## config.mk

```make
export PLATFORM = sky130hd
export DESIGN_NAME = light_seek_steering_core
export DESIGN_NICKNAME = d
export VERILOG_FILES = /design/src/design/lss_pkg.sv /design/src/design/lss_step.sv /design/src/design/light_seek_steering_core.sv
export SDC_FILE = /design/constraint.sdc
export NUM_CORES = 2
export LEC_CHECK = 0
export ABC_AREA = 1
export BUFFER_PORTS_ARGS = -buffer_cell sky130_fd_sc_hd__clkbuf_2
export CORE_UTILIZATION = 51
export DETAILED_ROUTE_END_ITERATION = 10
export MAX_ROUTING_LAYER = met4
export PLACE_DENSITY = 0.77
export SKIP_CTS_REPAIR_TIMING = 1
export SYNTH_ARGS = -nofsm -noshare
export SYNTH_HDL_FRONTEND = slang
export SYNTH_SLANG_ARGS = --single-unit
```

## constraint.sdc

```tcl
create_clock -name clk -period 19 [get_ports clk]
set_input_delay 1.9 -clock clk [delete_from_list [all_inputs] [get_ports clk]]
set_output_delay 1.9 -clock clk [all_outputs]
set_load 0.005 [all_outputs]
```

## src/design/lss_pkg.sv

```systemverilog
// light seek steering: shared constants, codes and types
// used by lss_step and light_seek_steering_core; depends on nothing
package lss_pkg;

  localparam int LUX_BITS     = 17;
  localparam int TIMEOUT_BITS = 16;
  localparam int PCT_BITS     = 16;

  localparam int CFG_INDEX_BITS = 3;
  localparam int CFG_DATA_BITS  = 16;

  // payload bits filled to whole bytes
  localparam int S_TDATA_BITS = ((2 * LUX_BITS + 2 + 7) / 8) * 8;
  localparam int S_TUSER_BITS = 3;
  localparam int M_TDATA_BITS = 16;  // 12 payload bits filled to whole bytes

  // item modes
  localparam logic [2:0] MODE_SAMPLE     = 3'd0;
  localparam logic [2:0] MODE_GRAD_TICK  = 3'd1;
  localparam logic [2:0] MODE_DECIDE     = 3'd2;
  localparam logic [2:0] MODE_MS_TICK    = 3'd3;
  localparam logic [2:0] MODE_GRAD_RESET = 3'd4;

  // drive actions
  localparam logic [2:0] ACT_NONE     = 3'd0;
  localparam logic [2:0] ACT_FORWARD  = 3'd1;
  localparam logic [2:0] ACT_LEFT     = 3'd2;
  localparam logic [2:0] ACT_RIGHT    = 3'd3;
  localparam logic [2:0] ACT_TURN_180 = 3'd4;

  // configuration register indexes
  localparam logic [CFG_INDEX_BITS-1:0] REG_ENABLE       = 3'd0;
  localparam logic [CFG_INDEX_BITS-1:0] REG_MID_PCT      = 3'd1;
  localparam logic [CFG_INDEX_BITS-1:0] REG_STRONG_PCT   = 3'd2;
  localparam logic [CFG_INDEX_BITS-1:0] REG_GRADIENT_PCT = 3'd3;
  localparam logic [CFG_INDEX_BITS-1:0] REG_TIMEOUT_MS   = 3'd4;

  // differential speed fractions, q0.8
  localparam logic [7:0] FRAC_LOW  = 8'd154;  // 0.6
  localparam logic [7:0] FRAC_HIGH = 8'd230;  // 0.9

  typedef struct packed {
    logic                enable;
    logic [PCT_BITS-1:0] mid_pct;
    logic [PCT_BITS-1:0] strong_pct;
    logic [PCT_BITS-1:0] gradient_pct;
    logic [15:0]         timeout_ms;
  } lss_cfg_t;

  typedef struct packed {
    logic [2:0]          mode;
    logic [LUX_BITS-1:0] lux_left;
    logic [LUX_BITS-1:0] lux_right;
    logic                dark_mode;
    logic                angle_reached;
  } lss_item_t;

  typedef struct packed {
    logic [LUX_BITS:0]       lux_difference;  // two's complement
    logic [LUX_BITS-1:0]     lux_mean;
    logic [LUX_BITS-1:0]     mid_threshold;
    logic [LUX_BITS-1:0]     strong_threshold;
    logic [LUX_BITS-1:0]     mean_earlier;
    logic [LUX_BITS-1:0]     mean_later;
    logic [LUX_BITS:0]       gradient;        // two's complement
    logic [LUX_BITS-1:0]     gradient_threshold;
    logic                    turn_flag;
    logic [TIMEOUT_BITS-1:0] timeout_left;
  } lss_state_t;

  typedef struct packed {
    logic       turning;
    logic [7:0] diff_fraction_q8;
    logic [2:0] action;
  } lss_result_t;

endpackage

```

## src/design/lss_step.sv

```systemverilog
// light seek steering: next state and result for one item
// combinational; depends on lss_pkg
module lss_step (
  input  lss_pkg::lss_cfg_t    cfg,
  input  lss_pkg::lss_item_t   item,
  input  lss_pkg::lss_state_t  st,
  output lss_pkg::lss_state_t  st_next,
  output lss_pkg::lss_result_t res
);
  import lss_pkg::*;

  logic [LUX_BITS:0]            sum_lr;
  logic [LUX_BITS-1:0]          mean_new;
  logic [LUX_BITS+PCT_BITS-1:0] mid_prod;
  logic [LUX_BITS+PCT_BITS-1:0] strong_prod;
  logic [LUX_BITS:0]            sum_hist;
  logic [LUX_BITS-1:0]          grad_base;
  logic [LUX_BITS+PCT_BITS-1:0] grad_prod;
  logic [LUX_BITS-1:0]          grad_thr;
  logic [LUX_BITS:0]            abs_diff;
  logic [LUX_BITS:0]            abs_grad;
  logic                         light_mode;
  logic                         trip_mid;
  logic                         trip_strong;
  logic                         grad_pos;
  logic                         grad_neg;
  logic                         trigger;
  logic                         turn_now;
  logic [TIMEOUT_BITS-1:0]      tmo_now;
  logic                         diff_pos;

  // sample arithmetic
  assign sum_lr      = {1'b0, item.lux_left} + {1'b0, item.lux_right};
  assign mean_new    = sum_lr[LUX_BITS:1];
  assign mid_prod    = mean_new * cfg.mid_pct;
  assign strong_prod = mean_new * cfg.strong_pct;

  // one gradient threshold multiplier, shared by the tick, the reset and the decide clear
  assign sum_hist  = {1'b0, st.mean_later} + {1'b0, st.lux_mean};
  assign grad_base = (item.mode == MODE_GRAD_TICK) ? sum_hist[LUX_BITS:1] : st.lux_mean;
  assign grad_prod = grad_base * cfg.gradient_pct;
  assign grad_thr  = grad_prod[LUX_BITS+PCT_BITS-1:PCT_BITS];

  // decide terms
  assign abs_diff    = st.lux_difference[LUX_BITS] ? (~st.lux_difference + 1'b1)
                                                   : st.lux_difference;
  assign abs_grad    = st.gradient[LUX_BITS] ? (~st.gradient + 1'b1) : st.gradient;
  assign light_mode  = ~item.dark_mode;
  assign trip_mid    = abs_diff >= {1'b0, st.mid_threshold};
  assign trip_strong = abs_diff >= {1'b0, st.strong_threshold};
  assign grad_neg    = st.gradient[LUX_BITS];
  assign grad_pos    = ~st.gradient[LUX_BITS] && (st.gradient != '0);
  assign trigger     = (abs_grad >= {1'b0, st.gradient_threshold}) &&
                       ((grad_pos && light_mode) || (grad_neg && !light_mode));
  assign turn_now    = trigger || st.turn_flag;
  assign tmo_now     = trigger ? TIMEOUT_BITS'(cfg.timeout_ms) : st.timeout_left;
  assign diff_pos    = ~st.lux_difference[LUX_BITS] && (st.lux_difference != '0);

  always_comb begin
    st_next              = st;
    res.action           = ACT_NONE;
    res.diff_fraction_q8 = '0;
    if (cfg.enable) begin
      unique case (item.mode)
        MODE_SAMPLE: begin
          st_next.lux_difference   = {1'b0, item.lux_left} - {1'b0, item.lux_right};
          st_next.lux_mean         = mean_new;
          st_next.mid_threshold    = mid_prod[LUX_BITS+PCT_BITS-1:PCT_BITS];
          st_next.strong_threshold = strong_prod[LUX_BITS+PCT_BITS-1:PCT_BITS];
        end
        MODE_GRAD_TICK: begin
          st_next.mean_earlier       = st.mean_later;
          st_next.mean_later         = st.lux_mean;
          st_next.gradient           = {1'b0, st.lux_mean} - {1'b0, st.mean_later};
          st_next.gradient_threshold = grad_thr;
        end
        MODE_MS_TICK: begin
          if (st.timeout_left != '0) begin
            st_next.timeout_left = st.timeout_left - 1'b1;
          end
        end
        MODE_GRAD_RESET: begin
          st_next.turn_flag          = 1'b0;
          st_next.mean_earlier       = st.lux_mean;
          st_next.mean_later         = st.lux_mean;
          st_next.gradient           = '0;
          st_next.gradient_threshold = grad_thr;
        end
        MODE_DECIDE: begin
          if (trigger) begin
            st_next.mean_earlier       = st.lux_mean;
            st_next.mean_later         = st.lux_mean;
            st_next.gradient           = '0;
            st_next.gradient_threshold = grad_thr;
            st_next.timeout_left       = tmo_now;
          end
          if (turn_now) begin
            res.action        = ACT_TURN_180;
            st_next.turn_flag = !(item.angle_reached || (tmo_now == '0));
          end else if (trip_mid || trip_strong) begin
            res.action           = (diff_pos == light_mode) ? ACT_LEFT : ACT_RIGHT;
            res.diff_fraction_q8 = trip_mid ? FRAC_LOW : FRAC_HIGH;
          end else begin
            res.action = ACT_FORWARD;
          end
        end
        default: begin
          // unused modes change nothing
        end
      endcase
    end
    res.turning = st_next.turn_flag;
  end

endmodule

```

## src/design/light_seek_steering_core.sv

```systemverilog
// light seek steering core: top level with stream ports, config registers,
// steering state and the result register with its skid stage; uses lss_pkg, lss_step
//
// The core takes one transaction per clock while s_tready is high, gives one result
// per transaction, in order, via the result register. Each carries a mode in s_tuser:
// sample stores the left/right lux difference, their mean and two difference
// thresholds; gradient tick shifts the mean history and forms the gradient and its
// threshold; millisecond tick counts the turn timeout down; decide returns the drive
// action (turn 180 on a favorable gradient until the angle is reached or the timeout
// ends, else a left or right differential turn, else forward); reset gradient clears
// the history and the turn flag. Percentages are q0.16 and thresholds are
// (value * pct) >> 16. All work for a transaction sits between the steering state
// registers and the result register: two sums, three 17x16 multiplies and a few
// compares, so the rate is one transaction per cycle while s_tready is high.
// A one-entry skid stage behind the result register keeps s_tready high while the
// result register waits on m_tready; s_tready drops only once both hold a result.
// Config writes are taken on any cycle with cfg_we and must be made while the core
// is idle; indexes past the last register are ignored.
module light_seek_steering_core (
  input  logic                                  clk,
  input  logic                                  rst,
  // config write port
  input  logic                                  cfg_we,
  input  logic [lss_pkg::CFG_INDEX_BITS-1:0]    cfg_index,
  input  logic [lss_pkg::CFG_DATA_BITS-1:0]     cfg_data,
  // input stream
  input  logic                                  s_tvalid,
  output logic                                  s_tready,
  // [16:0] lux_left, [33:17] lux_right, [34] dark_mode, [35] angle_reached
  input  logic [lss_pkg::S_TDATA_BITS-1:0]      s_tdata,
  // [2:0] mode
  input  logic [lss_pkg::S_TUSER_BITS-1:0]      s_tuser,
  // result stream
  output logic                                  m_tvalid,
  input  logic                                  m_tready,
  // [2:0] action, [10:3] diff_fraction_q8, [11] turning
  output logic [lss_pkg::M_TDATA_BITS-1:0]      m_tdata
);
  import lss_pkg::*;

  lss_cfg_t    cfg;
  lss_item_t   item;
  lss_state_t  st;
  lss_state_t  st_next;
  lss_result_t res;
  lss_result_t out_res;
  lss_result_t skid_res;
  logic        out_valid;
  logic        skid_valid;
  logic        in_fire;
  logic        out_fire;

  assign in_fire  = s_tvalid && s_tready;
  assign out_fire = out_valid && m_tready;

  // unpack the incoming transaction
  assign item.mode          = s_tuser[2:0];
  assign item.lux_left      = s_tdata[LUX_BITS-1:0];
  assign item.lux_right     = s_tdata[2*LUX_BITS-1:LUX_BITS];
  assign item.dark_mode     = s_tdata[2*LUX_BITS];
  assign item.angle_reached = s_tdata[2*LUX_BITS+1];

  // config registers
  always_ff @(posedge clk) begin
    if (rst) begin
      cfg.enable       <= 1'b1;
      cfg.mid_pct      <= 16'd6554;
      cfg.strong_pct   <= 16'd13107;
      cfg.gradient_pct <= 16'd3277;
      cfg.timeout_ms   <= 16'd2000;
    end else if (cfg_we) begin
      unique case (cfg_index)
        REG_ENABLE:       cfg.enable       <= cfg_data[0];
        REG_MID_PCT:      cfg.mid_pct      <= cfg_data[PCT_BITS-1:0];
        REG_STRONG_PCT:   cfg.strong_pct   <= cfg_data[PCT_BITS-1:0];
        REG_GRADIENT_PCT: cfg.gradient_pct <= cfg_data[PCT_BITS-1:0];
        REG_TIMEOUT_MS:   cfg.timeout_ms   <= cfg_data[15:0];
        default: begin
          // writes beyond the register list are dropped
        end
      endcase
    end
  end

  // per-transaction logic
  lss_step u_step (
    .cfg     (cfg),
    .item    (item),
    .st      (st),
    .st_next (st_next),
    .res     (res)
  );

  // steering state advances once per accepted transaction
  always_ff @(posedge clk) begin
    if (rst) begin
      st <= '0;
    end else if (in_fire) begin
      st <= st_next;
    end
  end

  // result register plus skid stage; ready only depends on the skid being empty
  always_ff @(posedge clk) begin
    if (rst) begin
      out_valid  <= 1'b0;
      skid_valid <= 1'b0;
    end else if (skid_valid) begin
      if (out_fire) begin
        skid_valid <= 1'b0;
      end
    end else if (in_fire) begin
      if (!out_valid || out_fire) begin
        out_valid <= 1'b1;
      end else begin
        skid_valid <= 1'b1;
      end
    end else if (out_fire) begin
      out_valid <= 1'b0;
    end
  end

  // payload side, no reset needed
  always_ff @(posedge clk) begin
    if (skid_valid) begin
      if (out_fire) begin
        out_res <= skid_res;
      end
    end else if (in_fire) begin
      if (!out_valid || out_fire) begin
        out_res <= res;
      end else begin
        skid_res <= res;
      end
    end
  end

  assign s_tready = !skid_valid;
  assign m_tvalid = out_valid;
  assign m_tdata  = {4'b0, out_res.turning, out_res.diff_fraction_q8, out_res.action};

endmodule
```

==> run metrics <==
Max-Cap Viols=0; routed via count=34700; Tcrit/Tclk final=53.0%; Design Area, Final=41900 µm²; H-tree depth=1; TritonCTS clock tree=done; Seq cells post-synth=217; Post-Syn Area=39900 µm²; CTS root buffer=clkbuf_16; ys async rst share=0%; largest net degree at the start of global routing=81; worst r2r dst=st[24]; Synth top area share=31.3%; r2r setup slk=10.55 ns; DRT antenna net count=0; unrepaired setup endpoints after global routing=no; clk_lat worst skew=0.60 ns; Most used DFF post-synth=dfxtp_1; Synth warnings=0; final wirelength=118 mm; critical path class=in -> reg; gpl congestion=0.998; Post-Synthesis Cells=5325; First-pass DRT Iterations=7; post-DR wirelength/cell=18.6 µm; Setup TNS Final=0 ns; outcome=finished, final reports clean; nets=6385; initial DRC count=2991; Startpoint Class=primary input; Placement Cell Area=41000 µm²; GRT Overall Usage=31.0%; post-layout min period=10.07 ns; vias in the first global route=34900; worst-margin pin slew=1.07 ns; slowest stage delay, CP=0.91 ns; Final Hold Fails=0; Setup Skew=0.0490 ns; CTS Sinks=217; grt ovf=0; clock buffer depth=3; Worst Setup EP=st[111]; share of cells above drive strength 1=3.94%; fin. max-slew vios=0; reg2reg path depth=35; Vias/cell=5.49; Post-Syn Area per Cell=7.50 µm²; Die Y=282 µm; critical path arrival=10.61 ns; Post-synth EDFFs=12; CP max stage cell=clkinv_1; Seq/Total Area, Yosys=11.2%; crit path from=s_tdata[17]; PortBufs=75; Initial Util=51.5%; final setup violation count=0; HPWL after detailed placement=92.5 mm; initial antenna violation count=6; top cells by area, synth=fa_1 31%, ha_1 13%, inv_1 11%; critical path fanouts, max=19; Die ar.=79400 µm²; DRC=0; Core Region=77500 µm²; Worst-path clk slew=0.06 ns; area leader, netlist=fa_1; TritonCTS buffer count=26; required time worst endpoint=19.54 ns; Area growth syn-to-layout=4.85%; Slew HR=28.7%; Hold Crit Class=reg -> reg; Netlist cell types=60; most common cell type on the critical path=nand2_1; first-pass GRT wire length=186 mm; # rows=102; Max Freq=99.3 MHz; Critical Path End Type=flop; Chip Width=282 µm; reg-to-reg startpoint=st[120]; # IOs=85
[layout make-up]
class	instances	area, µm²
well taps	1040	1300
multi-input cells	3705	30100
fillers	7339	35600
clock inverters	9	101
flip-flops and latches	217	4460
repair buffers	107	616
inverters	1208	4540
clock buffers	35	736
diodes	6	15.0
[worst min path at each step]
stage	endpoint	cells after the start	startpoint
6_report	cfg[4]	2	cfg[4]
5_1_grt	cfg[12]	2	cfg[12]
4_1_cts	cfg[4]	2	cfg[4]
3_5_place_dp	cfg[4]	2	cfg[4]
3_3_place_gp	cfg[12]	2	cfg[12]
2_1_floorplan	cfg[12]	2	cfg[12]
[metal layers]
layer	part of all wire (%)	routed length, µm	vias to the layer above	GRT usage (%)
met5	0	0	-	-
met4	5.7	6710	0	15.1
met3	9.3	10900	349	5.81
met2	46	54000	1519	49.7
met1	39	45900	16700	37.6
li1	-	-	16100	-
[cell usage in the layout (no fill, tap or decap), drive strengths merged, types with 44 or more instances in the layout]
| master | count |
|---|---|
| nand3 | 124 |
| a21oi | 346 |
| nor3 | 44 |
| nor2 | 579 |
| xor2 | 74 |
| dfxtp | 205 |
| clkbuf | 110 |
| ha | 428 |
| fa | 625 |
| inv | 1191 |
| o21ai | 271 |
| nand2 | 969 |
[kinds of logic (layout without fill, tap and decap cells)]
logic type / Yosys count / in the layout / synth area share (%)
AO/OA/AOI/OAI: 766 / 766 / 10.6
other: 1 / 11 / 0.00939
XOR/XNOR: 94 / 94 / 2.06
adder cells (fa/ha/maj): 1053 / 1053 / 44.8
AND/OR/NAND/NOR: 1787 / 1787 / 17.9
buffers and inverters: 1407 / 1359 / 13.5
flip-flops: 217 / 217 / 11.2
[sequential cells by signal (all words and copies together), names as in the netlist]
| register | cells |
|---|---|
| skid_res | 6 |
| m_tdata | 6 |
| m_tvalid | 1 |
| skid_valid | 1 |
| st | 138 |
| cfg | 65 |
[through the flow]
step | util [%] | setup slack, ns | std cells | hold WS, ns
3_3_place_gp | 52.9 | 8.57 | 6277 | 0.442
6_report | 54.0 | 8.93 | 6327 | 0.470
3_5_place_dp | 52.9 | 8.44 | 6277 | 0.458
2_1_floorplan | - | 10.38 | 5329 | 0.425
4_1_cts | 54.0 | 9.05 | 6321 | 0.473
5_1_grt | 54.0 | 8.50 | 6326 | 0.486
[synth_stat cells (7+ instances only)]
| master | count |
|---|---|
| a21oi_1 | 344 |
| fa_1 | 625 |
| o21a_1 | 15 |
| edfxtp_1 | 12 |
| nand3_1 | 122 |
| o21ai_0 | 249 |
| xnor2_1 | 20 |
| o21ai_1 | 19 |
| clkbuf_1 | 145 |
| or2_2 | 22 |
| nand4_1 | 28 |
| ha_1 | 428 |
| buf_2 | 30 |
| buf_4 | 15 |
| or2_1 | 7 |
| dfxtp_1 | 205 |
| a21o_1 | 8 |
| nand2_1 | 963 |
| a211oi_1 | 18 |
| nor2_1 | 578 |
| inv_1 | 1174 |
| nor3_1 | 42 |
| a31oi_1 | 37 |
| clkinv_1 | 18 |
| o211ai_1 | 31 |
| xor2_1 | 74 |
| inv_2 | 16 |
[worst max-delay path, delay by kind of cell]
kind,cells,cell delay (ns)
buffers and inverters,9,1.81
adders and majority gates,9,3.78
and+or+nand+nor,13,1.71
AOI/OAI and AO/OA,7,1.40
Power is left out: the tool's default activity adds up to more than one toggle a clock period on the data nets, which glitch-free logic cannot reach.
